<file path="src/rtl/core/assert_macros.svh">
// Assertion macros used by the top level of the complex square root block.
// Depends on nothing; define NO_ASSERTIONS to compile them out.
`ifndef ASSERT_MACROS_SVH
`define ASSERT_MACROS_SVH

`ifndef NO_ASSERTIONS

// Same-cycle implication, checked out of reset.
`define CSQ_ASSERT_NOW(label, clk, rst_n, pre, post) \
	label: assert property (@(posedge clk) disable iff (!rst_n) (pre) |-> (post)) \
		else $error("assertion failed");

// Next-cycle implication, checked out of reset.
`define CSQ_ASSERT_NEXT(label, clk, rst_n, pre, post) \
	label: assert property (@(posedge clk) disable iff (!rst_n) (pre) |=> (post)) \
		else $error("assertion failed");

`else

`define CSQ_ASSERT_NOW(label, clk, rst_n, pre, post)
`define CSQ_ASSERT_NEXT(label, clk, rst_n, pre, post)

`endif

`endif

</file>
<file path="src/rtl/core/csq_sqrt_cell.sv">
// One cell of the integer square root chain: settles one root bit per word.
// Depends on nothing; the top level strings these cells into two rows.
`timescale 1ns / 1ps

module csq_sqrt_cell #(
	parameter int RAD_W  = 64,
	parameter int SIDE_W = 8
) (
	input  logic                   clk,
	input  logic                   arst_n,
	input  logic                   up_vld,
	input  logic [RAD_W-1:0]       up_rad,
	input  logic [RAD_W/2:0]       up_rem,
	input  logic [RAD_W/2-1:0]     up_root,
	input  logic [SIDE_W-1:0]      up_side,
	output logic                   dn_vld,
	output logic [RAD_W-1:0]       dn_rad,
	output logic [RAD_W/2:0]       dn_rem,
	output logic [RAD_W/2-1:0]     dn_root,
	output logic [SIDE_W-1:0]      dn_side
);

	localparam int RW = RAD_W / 2;

	logic [RW+2:0]  cur;
	logic [RW+2:0]  trial;
	logic [RW+2:0]  diff;
	logic           ge;
	logic           vld_q;
	logic [RAD_W-1:0] rad_q;
	logic [RW:0]    rem_q;
	logic [RW-1:0]  root_q;
	logic [SIDE_W-1:0] side_q;

	// Bring down the next two radicand bits and try the next root bit.
	always_comb begin
		cur   = {up_rem, up_rad[RAD_W-1 -: 2]};
		trial = {1'b0, up_root, 2'b01};
		diff  = cur - trial;
		ge    = (cur >= trial);
	end

	// Valid flag of the word held in this cell.
	always_ff @(posedge clk or negedge arst_n) begin
		if (!arst_n) begin
			vld_q <= 1'b0;
		end else begin
			vld_q <= up_vld;
		end
	end

	// Partial remainder, root and side data move on every cycle.
	always_ff @(posedge clk) begin
		rad_q  <= up_rad << 2;
		rem_q  <= ge ? diff[RW:0] : cur[RW:0];
		root_q <= {up_root[RW-2:0], ge};
		side_q <= up_side;
	end

	assign dn_vld  = vld_q;
	assign dn_rad  = rad_q;
	assign dn_rem  = rem_q;
	assign dn_root = root_q;
	assign dn_side = side_q;

endmodule

</file>
<file path="config.mk">
export PLATFORM = sky130hd
export DESIGN_NAME = csq_sqrt_cell
export DESIGN_NICKNAME = d
export VERILOG_FILES = /design/src/rtl/core/assert_macros.svh /design/src/rtl/core/csq_sqrt_cell.sv
export SDC_FILE = /design/constraint.sdc
export NUM_CORES = 1
export LEC_CHECK = 0
export BUFFER_PORTS_ARGS = -buffer_cell sky130_fd_sc_hd__buf_2
export CELL_PAD_IN_SITES_DETAIL_PLACEMENT = 1
export CELL_PAD_IN_SITES_GLOBAL_PLACEMENT = 1
export CORE_MARGIN = 5
export CORE_UTILIZATION = 32
export DETAILED_ROUTE_END_ITERATION = 7
export MAX_ROUTING_LAYER = met4
export PLACE_DENSITY = 0.88
export SYNTH_ARGS = -nofsm -noshare
export SYNTH_HDL_FRONTEND = slang
export SYNTH_SLANG_ARGS = --single-unit
</file>
<file path="constraint.sdc">
create_clock -name clk -period 0.8 [get_ports clk]
set_input_delay 0.04 -clock clk [delete_from_list [all_inputs] [get_ports clk]]
set_output_delay 0.04 -clock clk [all_outputs]
set_load 0.01 [all_outputs]
</file>
==> results.sh, run 1 <==
export IMPL_cts_sinks=136
export IMPL_grt_max_degree=17
export IMPL_synth_top_family_by_area="compound AO/OA/AOI/OAI gates"
export IMPL_clk_path_buf_depth=2
export IMPL_initial_utilization_pct=32.9
export IMPL_die_width_um=135
export IMPL_yosysUniqueCellTypes=49
export IMPL_syn_avg_cell_area_um2=10.1
export IMPL_synth_compound_area_share_pct=16.5
export IMPL_root_buffer="clkbuf_16"
export IMPL_ys_ff_latch=136
export IMPL_fp_dieH_um=135
export IMPL_muxShareOfSynthArea_pct=1.57
export IMPL_htreeDepth=4
export IMPL_yosysSeqAreaShare_pct=54.4
export IMPL_ios=278
export IMPL_yosys_area_share_xor_xnor_pct=4.89
export IMPL_grt_use_total_pct=81.1
export IMPL_place_congestion=0.836
export IMPL_worstEndpointGrtRepair="dn_rem[29]$_DFF_P_/D"
export IMPL_synthCells=497
export IMPL_synth_ff_type="dfxtp_1"
export IMPL_haltStage="5_1_grt"
export IMPL_netlist_area_leader_share_pct=53.9
export IMPL_ys_warnings_count=0
export IMPL_grt_overflow=272
export IMPL_numCtsBuffers=17
export IMPL_synth_adder_area_share_pct=8.49
export IMPL_num_rows=45
export IMPL_place_area_um2=7680
export IMPL_synth_edf_count=0
export IMPL_synth_largest_area_cell="dfxtp_1"
export IMPL_dp_hpwl_mm=16.0
export IMPL_synth_simple_area_share_pct=9.16
export IMPL_status="did not finish"
export IMPL_syn_cell_area_um2=5010
export IMPL_worstEpCategory="register data pin"
export IMPL_dp_cells=1089
export IMPL_firstError="[ERROR GRT-0232] Routing congestion too high. Check the congestion heatmap in the GUI."
export IMPL_synthTopCellsByArea="dfxtp_1 54%, ha_1 8.5%, a21oi_1 5.6%, xnor2_1 3.3%, nor2_1 3.1%"
export IMPL_io_buffers=275
export IMPL_synthArstFlopShare_pct=0.735
export IMPL_antenna_found_initial=5
## Yosys cell counts, types with 6 or more instances
library cell / number
dfxtp_1: 135
a21oi_1: 56
nor2_1: 42
inv_1: 39
ha_1: 34
nand2_1: 28
o21ai_0: 20
xnor2_1: 19
a21o_1: 9
xor2_1: 9
buf_2: 8
nand3_1: 8
o21a_1: 8
mux2_2: 7
nand4_1: 6
o21bai_1: 6
## timing repair
item                                    in CTS
gates resized for setup                    172
pin swaps                                   23
endpoints found under the hold margin      131
endpoints found under the setup margin     170
hold buffers                               132
cloned                                       2
setup buffers                               18
## layer usage
metal,overflow,GRT usage (%)
met1,2,76.8
met2,163,96.4
met3,1,64.2
met4,106,86.2
met5,-,-
## kinds of logic after synthesis
kind of cell / count (synthesis)
AO/OA/AOI/OAI: 131
XOR/XNOR: 28
adder cells (fa/ha/maj): 34
buffers and inverters: 57
flip-flops: 136
multiplexers: 7
other: 1
AND/OR/NAND/NOR: 103
## metrics by stage
step	hold slack (ns)	utilization [%]	setup WS (ns)
after CTS	0.00401	68.5	-1.16
after detailed placement	-0.184	50.3	-1.76
after global placement	-0.186	50.3	-1.60
after floorplan	-0.256	-	-1.31
==> inputs of run 2 (changes only) <==
Settings changed: CELL_PAD_IN_SITES_DETAIL_PLACEMENT 1 to default, CELL_PAD_IN_SITES_GLOBAL_PLACEMENT 1 to default, CORE_UTILIZATION 32 to 40, MAX_ROUTING_LAYER met4 to default, PLACE_DENSITY 0.88 to default, PLACE_DENSITY_LB_ADDON from default to 0.15.
==> run 2 against run 1 <==
Against the previous run:
- the flow now finishes, with violations (negative setup slack)
- area after synthesis is the same
- synthesized cell count unchanged
==> results.sh, run 2 <==
export IMPL_viasPerCell=5.19
export IMPL_num_rows=40
export IMPL_ys_warnings_count=0
export IMPL_first_iter_violations=462
export IMPL_firstDrtPassIters=6
export IMPL_vias=6415
export IMPL_largest_reg_flops=62
export IMPL_cts_clk_slew_worst_paths_ns=0.07
export IMPL_power_mw=22.0
export IMPL_grt_max_degree=17
export IMPL_startpoint_type="input port"
export IMPL_synth_largest_area_cell="dfxtp_1"
export IMPL_die_width_um=122
export IMPL_htreeDepth=4
export IMPL_place_area_um2=7580
export IMPL_yosysSeqAreaShare_pct=54.4
export IMPL_die_area_um2=14900
export IMPL_dp_hpwl_mm=13.2
export IMPL_postRouteAntennaNets=0
export IMPL_fin_util_pct=90.1
export IMPL_post_synth_top_count_cell="dfxtp_1"
export IMPL_core_um2=12200
export IMPL_synthCells=497
export IMPL_fin_ws_ns=-1.24
export IMPL_p_leak_nw=5.14
export IMPL_ys_ff_latch=136
export IMPL_grt_overflow=0
export IMPL_grt_use_total_pct=28.6
export IMPL_netlist_area_leader_share_pct=53.9
export IMPL_place_ws_ns=-1.69
export IMPL_setup_viol=170
export IMPL_instances_no_fill=1236
export IMPL_fin_area_um2=11000
export IMPL_layout_commonest_cell="buf_2"
export IMPL_ys_top_cells_by_count="135 x dfxtp_1, 56 x a21oi_1, 42 x nor2_1"
export IMPL_drive_gt1_share_pct=60.6
export IMPL_worstHoldPathType="in -> reg"
export IMPL_violations="negative setup slack"
export IMPL_root_buffer="clkbuf_16"
export IMPL_crit_arrival_ns=2.39
export IMPL_drv_cap=0
export IMPL_max_freq_ghz=0.491
export IMPL_place_congestion=0.903
export IMPL_power_density_nw_per_um2=2010
export IMPL_cp_max_fo=8
export IMPL_status="complete, but fails checks"
export IMPL_dp_cells=1041
export IMPL_finalCritPeriodShare_pct=255
export IMPL_synthTopCellsByArea="dfxtp_1 54%, ha_1 8.5%, a21oi_1 5.6%, xnor2_1 3.3%, nor2_1 3.1%"
export IMPL_hold_viol_final=0
export IMPL_grt_pass1_wl_mm=32.6
export IMPL_antenna_found_initial=9
export IMPL_syn_avg_cell_area_um2=10.1
export IMPL_yosysUniqueCellTypes=49
export IMPL_clk_path_buf_depth=2
export IMPL_numCtsBuffers=17
export IMPL_synth_ff_type="dfxtp_1"
export IMPL_critical_path_class="in -> reg"
export IMPL_syn2layout_area_growth_pct=118
export IMPL_mostFrequentLayoutCells="169 x buf_2, 135 x dlygate4sd3_1, 122 x buf_4"
export IMPL_endpoint_kind="flip-flop"
export IMPL_fin_crit_ns=2.04
export IMPL_ir_drop_uv=1160
export IMPL_nFillCells=466
export IMPL_fin_setup_tns_ns=-54.14
export IMPL_synth_edf_count=0
export IMPL_syn_cell_area_um2=5010
export IMPL_cts_sinks=136
export IMPL_avgRoutedWirePerCell_um=22.7
export IMPL_ios=278
export IMPL_grt_pass1_vias=6269
export IMPL_fp_dieH_um=122
export IMPL_rsz0062_at_grt="true"
export IMPL_fin_hold_ws_ns=0.0225
export IMPL_critical_path_required_ns=1.15
export IMPL_io_buffers=275
export IMPL_routed_wl_mm=28.1
export IMPL_synthArstFlopShare_pct=0.735
export IMPL_initial_utilization_pct=41.2
export IMPL_nNetsFinal=1217
export IMPL_drc_errors=0
export IMPL_cts_tree="done"
export IMPL_drv_slew=0
==> run 2: cell counts after synthesis <==
Identical to the previous run, type by type.
==> run 2: kinds of logic (layout without fill, tap and decap cells) <==
| family | after synthesis | count (layout) | synth area share (%) |
|---|---|---|---|
| AOI/OAI and AO/OA | 131 | 131 | 16.5 |
| xor gates and xnor gates | 28 | 28 | 4.89 |
| adders and majority gates | 34 | 34 | 8.49 |
| buffers and inverters | 57 | 615 | 4.92 |
| DFF | 136 | 136 | 54.4 |
| muxes | 7 | 7 | 1.57 |
| other | 1 | 14 | 0.0748 |
| and+or+nand+nor | 103 | 103 | 9.16 |
==> run 2: path summary, 6_finish.rpt <==
path                             start    endpoint  slack [ns]  cells past startpoint
hold / removal              up_rem[30]  dn_rem[32]        0.02                      4
max in group asynchronous       arst_n      dn_vld        0.19                      3
setup / recovery           up_root[12]  dn_rem[16]       -1.24                     13
min in group asynchronous       arst_n      dn_vld        0.51                      3
==> run 2: final cells by class <==
class                      count  area (um^2)  share of cell area [%]
antenna                       12         30.0                   0.274
clock buffer                  18          429                    3.92
timing repair buffer         544         4490                    41.0
tap                          168          210                    1.92
clock inverter                14          140                    1.28
inverter                      39          169                    1.54
sequential                   136         2840                    26.0
multi-input combinational    305         2650                    24.1
==> run 2: report_power, final <==
group | internal, mW | switching, mW
Clock | 4.36 | 3.53
Combinational | 3.43 | 2.88
Sequential | 7.49 | 0.332
==> run 2: routing by layer <==
layer  wire length, um  vias to the layer above  track usage [%]  share of wire [%]
met5                 0                        -                0                  0
met4              2120                        0             15.1                7.6
met3              2280                      161             8.22                8.1
met2             14400                      429             53.0                 51
met1              9300                     3005             28.7                 33
li1                  -                     2820                -                  -
==> run 2: critical path, stage by stage <==
cell and delay [ns]:
buf_2 0.10, inv_1 0.06, ha_1 0.46, and3_1 0.30, nand2_1 0.10, a221o_1 0.31
a21oi_2 0.16, a21oi_2 0.09, o21ai_4 0.20, buf_6 0.20, buf_8 0.15, nor2_1 0.06
a21oi_1 0.15
==> run 2: what timing repair did <==
item                                    4_1_cts  5_1_grt
setup buffers                                10        3
pin swaps                                    24       18
hold buffers                                135        0
endpoints found under the setup margin      170      170
cloned                                        3        0
hold endpoints to repair                    133        0
gates resized for setup                     108      230
Note: power is estimated with default switching activity, not from simulation.
