==> src/rtl/core/assert_macros.svh <==
// Assertion macros used by the top level of the complex square root block.
// Depends on nothing; define NO_ASSERTIONS to compile them out.
`ifndef ASSERT_MACROS_SVH
`define ASSERT_MACROS_SVH

`ifndef NO_ASSERTIONS

// Same-cycle implication, checked out of reset.
`define CSQ_ASSERT_NOW(label, clk, rst_n, pre, post) \
	label: assert property (@(posedge clk) disable iff (!rst_n) (pre) |-> (post)) \
		else $error("assertion failed");

// Next-cycle implication, checked out of reset.
`define CSQ_ASSERT_NEXT(label, clk, rst_n, pre, post) \
	label: assert property (@(posedge clk) disable iff (!rst_n) (pre) |=> (post)) \
		else $error("assertion failed");

`else

`define CSQ_ASSERT_NOW(label, clk, rst_n, pre, post)
`define CSQ_ASSERT_NEXT(label, clk, rst_n, pre, post)

`endif

`endif

==> src/rtl/core/csq_div_cell.sv <==
// One cell of the restoring divider chain: settles one quotient bit per word.
// Depends on nothing; the top level strings these cells into a row.
`timescale 1ns / 1ps

module csq_div_cell #(
	parameter int DIV_W  = 31,
	parameter int QUO_W  = 16,
	parameter int SIDE_W = 8
) (
	input  logic                 clk,
	input  logic                 arst_n,
	input  logic                 up_vld,
	input  logic [DIV_W-1:0]     up_div,
	input  logic [DIV_W-1:0]     up_rem,
	input  logic [QUO_W-1:0]     up_num,
	input  logic [QUO_W-1:0]     up_quo,
	input  logic [SIDE_W-1:0]    up_side,
	output logic                 dn_vld,
	output logic [DIV_W-1:0]     dn_div,
	output logic [DIV_W-1:0]     dn_rem,
	output logic [QUO_W-1:0]     dn_num,
	output logic [QUO_W-1:0]     dn_quo,
	output logic [SIDE_W-1:0]    dn_side
);

	logic [DIV_W:0]   cur;
	logic [DIV_W:0]   diff;
	logic             ge;
	logic             vld_q;
	logic [DIV_W-1:0] div_q;
	logic [DIV_W-1:0] rem_q;
	logic [QUO_W-1:0] num_q;
	logic [QUO_W-1:0] quo_q;
	logic [SIDE_W-1:0] side_q;

	// Shift in the next dividend bit and subtract the divisor if it fits.
	always_comb begin
		cur  = {up_rem, up_num[QUO_W-1]};
		diff = cur - {1'b0, up_div};
		ge   = (cur >= {1'b0, up_div});
	end

	// Valid flag of the word held in this cell.
	always_ff @(posedge clk or negedge arst_n) begin
		if (!arst_n) begin
			vld_q <= 1'b0;
		end else begin
			vld_q <= up_vld;
		end
	end

	// Remainder, dividend bits, quotient and side data move every cycle.
	always_ff @(posedge clk) begin
		div_q  <= up_div;
		rem_q  <= ge ? diff[DIV_W-1:0] : cur[DIV_W-1:0];
		num_q  <= up_num << 1;
		quo_q  <= {up_quo[QUO_W-2:0], ge};
		side_q <= up_side;
	end

	assign dn_vld  = vld_q;
	assign dn_div  = div_q;
	assign dn_rem  = rem_q;
	assign dn_num  = num_q;
	assign dn_quo  = quo_q;
	assign dn_side = side_q;

endmodule

==> config.mk <==
export PLATFORM = sky130hd
export DESIGN_NAME = csq_div_cell
export DESIGN_NICKNAME = d
export VERILOG_FILES = /design/src/rtl/core/assert_macros.svh /design/src/rtl/core/csq_div_cell.sv
export SDC_FILE = /design/constraint.sdc
export NUM_CORES = 1
export LEC_CHECK = 0
export ABC_CLOCK_PERIOD_IN_PS = 800
export BUFFER_PORTS_ARGS = -buffer_cell sky130_fd_sc_hd__buf_2
export CAP_MARGIN = 20
export CORE_MARGIN = 2
export CORE_UTILIZATION = 46
export CTS_CLUSTER_SIZE = 25
export DETAILED_ROUTE_END_ITERATION = 12
export PLACE_DENSITY_LB_ADDON = 0.05
export SETUP_SLACK_MARGIN = 0.02
export SYNTH_ARGS = -nofsm -noshare
export SYNTH_HDL_FRONTEND = slang
export SYNTH_SLANG_ARGS = --single-unit
export TNS_END_PERCENT = 10
==> constraint.sdc <==
create_clock -name clk -period 0.8 [get_ports clk]
set_clock_uncertainty 0.1 [all_clocks]
set_input_delay 0.08 -clock clk [delete_from_list [all_inputs] [get_ports clk]]
set_output_delay 0.08 -clock clk [all_outputs]
set_load 0.005 [all_outputs]
## Word-level counts from Yosys, hierarchy flattened

Index checks and enable logic that the tools add are counted.

- RAM bits: 0
- Flip-flop bits (word level): 102
- Bits in read-only memories: 0
- Logic and storage cells: 9
- Output and inout bits: 103
- Memories: 0
- Bits in latches: 0

- Multiplexer cells: 1
- Order comparisons: 1
- Shift-type cells: 0
- Multipliers: 0
- Equal/unequal tests: 0
- Reductions and logical operators: 0
- $add $sub $neg: 1
- Bitwise logic cells: 0
- Div/mod/pow operators: 0

Operator list:

| operator | count |
|---|---|
| $ge A32 B31 Y1 | 1 |
| $mux W31 | 1 |
| $sub A31 B31 Y31 | 1 |

## Depth between registers and ports, before layout

- Depth in word-level cells: 2
- Gate-level depth with buffers: 13
- Mapped depth without buffers: 12

## Worst setup path after synthesis

No wires, ideal clock.

- Path kind: in2reg
- Start point: input port up_num[15]
- End point: register rem_q[22], in the netlist dn_rem[22]
- Cell stages on the path: 11
- Buffers on the path: 0
- Arrival time: 2.067 ns
- Setup time: 0.123 ns
- Required time: 0.577 ns
- Path slack: -1.490 ns
- Cells stage by stage: inv_1 ha_1 fa_1 nor2b_1 o31a_1 o21bai_4 a21oi_4 a31oi_2 o311ai_0 and4_1 nor3_2

- Cells in the longest elaborated chain, start to end: 2
- Elaborated cells on any way between the ends: 3
- Those cells by class: 1 x add/sub; 1 x order compare; 1 x mux

Ends and longest elaborated chain:

| element | line | text |
|---|---|---|
| start: declaration | csq_div_cell.sv:15 | `input logic [QUO_W-1:0] up_num,` |
| $sub A31 B31 Y31 / $ge A32 B31 Y1 (equally long branches) | csq_div_cell.sv:39, csq_div_cell.sv:40 |  |
| $mux W31 * | csq_div_cell.sv:55 | `rem_q <= ge ? diff[DIV_W-1:0] : cur[DIV_W-1:0];` |
| end signal: assignment | csq_div_cell.sv:55 |  |
| end: declaration | csq_div_cell.sv:31 | `logic [DIV_W-1:0] rem_q;` |

Every way passes the cells marked *; elsewhere a longest branch is shown, timed or not.

## Worst setup path in the final report

- Start point: input port up_num[15]
- End point: register rem_q[17], in the netlist dn_rem[17]

Same word-level chain as after synthesis.

==> results by stage <==
Placed design:
- The placer's final routability congestion estimate is 0.8363.
- The cell count after placement is 827.
- Input and output buffers added on the ports amount to 205.
- The total half-perimeter wirelength after legalization and detailed placement is between 9000 and 10000 um.

Timing:
- In the finished design, the share of the clock period the worst path needs comes to 299.2%.
- After routing, the total negative slack on setup checks comes to -67.71 ns.
- The worst setup margin is -1.594 ns.
- The max-slew violation total from the final report was 0.
- Setup repair after global routing could not meet its margin everywhere.
- The hold slack is -0.3033 ns.
- The transition time of the tightest slew-check pin is 0.5764 ns.
- The worst pin sits at a relative slew slack of 61.16%.
- The final number of hold-violating endpoints is 11.
- Setup violations remaining at the end of the flow were counted as 134.
- Subtracting the final worst setup slack from the clock period gives 2.394 ns.
- Static timing analysis puts the maximum clock frequency at 417.7 MHz.

Die:
- In this run the horizontal extent of the chip is around 99 um.
- The total die area is 9769 um2.
- The count of boundary I/O pins is 208.
- The core box area is 8721 um2.
- The floorplan has 34 rows.
- The vertical die dimension is just under 100 um.
- The initial core utilization is a little under half.

Synth:
- The sequential share of the synthesized area is 49.47%.
- The count of unique library cells instantiated by Yosys is 58.
- In this run, synthesis inferred 0 flip-flops with an integrated enable.
- The top cell type by area accounts for 48.87% of the synthesized area.
- By area the synthesized netlist is led by dfxtp_1, ha_1, a21oi_1, inv_1, nor2_1.
- Yosys printed 0 warnings.
- The number of instances in the synthesized netlist is 427.
- The synthesized netlist occupies a cell area of 4138 um2.
- The most used flip-flop cell after synthesis is dfxtp_1.
- Summed over all instances, the cell type with the most area after synthesis is dfxtp_1.
- In this run, synthesis produced a sequential element count of about 100.
- The fraction of synthesis flops using an asynchronous set or reset pin is less than 1%.
- The post-synthesis area per instance is 9.690 um2.
- The number of nets in the synthesized netlist is 564.

Drt:
- In the routed layout, each cell is associated on average with a via count of 6.133.
- Dividing the detail-routed wire length by the instance count gives 26.60 um.
- The detailed router finished its first iteration with between 600 and 700 violations.
- After detailed routing, the number of remaining DRC violations is 0.
- The routed layout has roughly 5900 vias.
- The number of nets with antenna violations after detailed routing is 0.
- The first detailed-routing pass took 5 iterations.
- The final layout contains routed wiring with a total length of 25430 um.

Clocking:
- The CTS tree is done.
- The CTS buffer count is 9.
- Clock tree synthesis found a total of 102 sinks.
- The maximum buffer depth of the clock tree is 2.
- The maximum level of the CTS H-tree is 3.
- Clock-pin slew was measured on the worst setup and hold paths at 0.12 ns.
- In this run the clock root is driven by a clkbuf_8.

Setup path:
- The worst setup path is of the in -> reg kind.
- At the worst endpoint, the arrival time is 2.55 ns.
- The biggest fanout along the worst timing path is 6.
- The endpoint class of the critical path is a flop.
- The worst setup path is launched from an input port.
- The data required time of the worst path is ~0.96 ns.

Layout:
- The area taken by flip-flops and latches is 2103 um2.
- The total of fill cells in the finished design is 243.
- The synthesis-to-layout area growth is 99.88%.
- The number of nets in the final layout is 980.
- The area occupied by multi-input gates is 2475 um2.
- The fraction of final layout cells with drive strength greater than 1 is around three fifths.
- The final antenna diode count is 0.
- Leaving out filler cells and counting taps, the final layout contains approximately 960.

Global route:
- The maximum number of pins on one net before global-route repair is 21.
- The overflow left after global routing is 0.
- The first global-routing pass estimated around 26000 um of wire.
- The number of antenna violations at the first check in global routing is 1.
- Across every metal layer, demand over resource in global routing totals 33.61%.
- The via count of the first global-routing pass came to 5172.

Power:
- The leakage power of the design is 3.914 nW.
- In this run the power density over the cells is 1944 nW/um2.
- IR analysis of the VDD net gives a maximum drop of 1.154 mV.

Status:
- The checks that failed: negative hold slack, negative setup slack.
- The run finished, with violations left.

Flow run:
- Across the run, the number of max-cap violations was 0.

Hold path:
- The path class of the tightest hold or removal check is in -> reg.
==> per-stage QoR <==
stage | utilization (%) | instance area, um2 | total power [mW] | setup WS (ns) | hold WS, ns
detailed placement | 69.70 | 6078 | 9.629 | -1.780 | -0.2451
floorplan | - | 4234 | 7.762 | -1.355 | -0.3156
finish | 94.84 | 8270 | 16.08 | -1.594 | -0.3033
global route | 94.84 | 8270 | 16.31 | -1.578 | -0.3030
CTS | 85.54 | 7460 | 13.80 | -1.144 | -0.3057
global placement | 69.70 | 6078 | 9.563 | -1.734 | -0.2447
==> what timing repair did <==
| item | 4_1_cts | 5_1_grt |
|---|---|---|
| pin swaps | 26 | 32 |
| endpoints found under the hold margin | 101 | 13 |
| buffers inserted | 3 | 20 |
| setup endpoints to repair | 134 | 135 |
| hold buffers | 89 | 1 |
| cloned | 0 | 1 |
| gates resized for setup | 57 | 171 |
==> synthesized netlist by cell type, drive strengths merged (5+ instances only) <==
| cell type | instances |
|---|---|
| a211oi | 5 |
| a21o | 9 |
| a21oi | 42 |
| buf | 8 |
| dfxtp | 101 |
| ha | 31 |
| inv | 41 |
| nand2 | 34 |
| nand3 | 5 |
| nand4 | 5 |
| nor2 | 36 |
| nor3 | 6 |
| o21a | 5 |
| o21ai | 28 |
| o31ai | 5 |
| xnor2 | 9 |
| xor2 | 14 |
==> state kept, by name, summed over array words and instances, names as in the netlist <==
signal,flops
dn_quo,16
dn_rem,31
dn_num,15
dn_div,31
dn_side,8
dn_vld,1
==> cell usage in the layout (no fill, tap or decap), drive strengths merged, types with 6 or more instances in the layout <==
master       synthesis  routed
a21o                 9       9
xnor2                9       9
nand2               34      34
dfxtp              101     101
nor2                36      36
ha                  31      31
buf                  8     324
dlygate4sd3          0      89
a21oi               42      42
inv                 41      42
nor3                 6       6
clkbuf               1      10
o21ai               28      28
xor2                14      14
==> final cells by class <==
class	count	area share, %
Sequential cell	102	25.43
Tap cell	108	1.634
Clock inverter	7	1.241
Timing Repair Buffer	414	38.14
Clock buffer	9	1.498
Inverter	41	2.133
Multi-Input combinational cell	275	29.92
==> worst max-delay path, cell delays in order <==
cell	delay, ns
buf_12	0.10
inv_12	0.03
ha_4	0.16
fa_2	0.35
nor2b_2	0.15
o31a_1	0.26
o21bai_4	0.10
a21oi_4	0.24
a21o_4	0.20
o21ai_4	0.09
buf_12	0.16
buf_4	0.13
o31ai_2	0.50
==> kinds of logic after synthesis <==
group	Yosys count	share of synthesized area (%)
compound gates	115	18.87
simple gates	104	11.70
flops	102	49.47
buf+inv	50	5.140
fa+ha+maj	32	9.858
xor+xnor	23	4.869
other cells	1	0.09063
==> power breakdown <==
| group | switching (mW) | internal (mW) | total [mW] |
|---|---|---|---|
| Combinational | 3.17 | 3.05 | 6.22 |
| Sequential | 0.276 | 5.71 | 5.99 |
| Clock | 2.31 | 1.56 | 3.87 |
| Total | 5.76 | 10.3 | 16.1 |
==> per-layer routing <==
layer  vias up  share of wire, %  GRT usage (%)
li1       2307                 -              -
met1      2731                32          36.79
met2       587                47          61.07
met3       236                11          8.298
met4         2               9.7          14.96
met5         -             0.051              0
==> path summary, 6_finish.rpt <==
check / end / depth (start not counted) / start / slack, ns
min in group asynchronous: dn_vld / 3 / arst_n / -0.01
max in group asynchronous: dn_vld / 3 / arst_n / 0.51
hold / removal: dn_div[0] / 1 / up_div[0] / -0.30
setup / recovery: dn_rem[17] / 13 / up_num[15] / -1.59
Power figures use the tool's default switching activity.
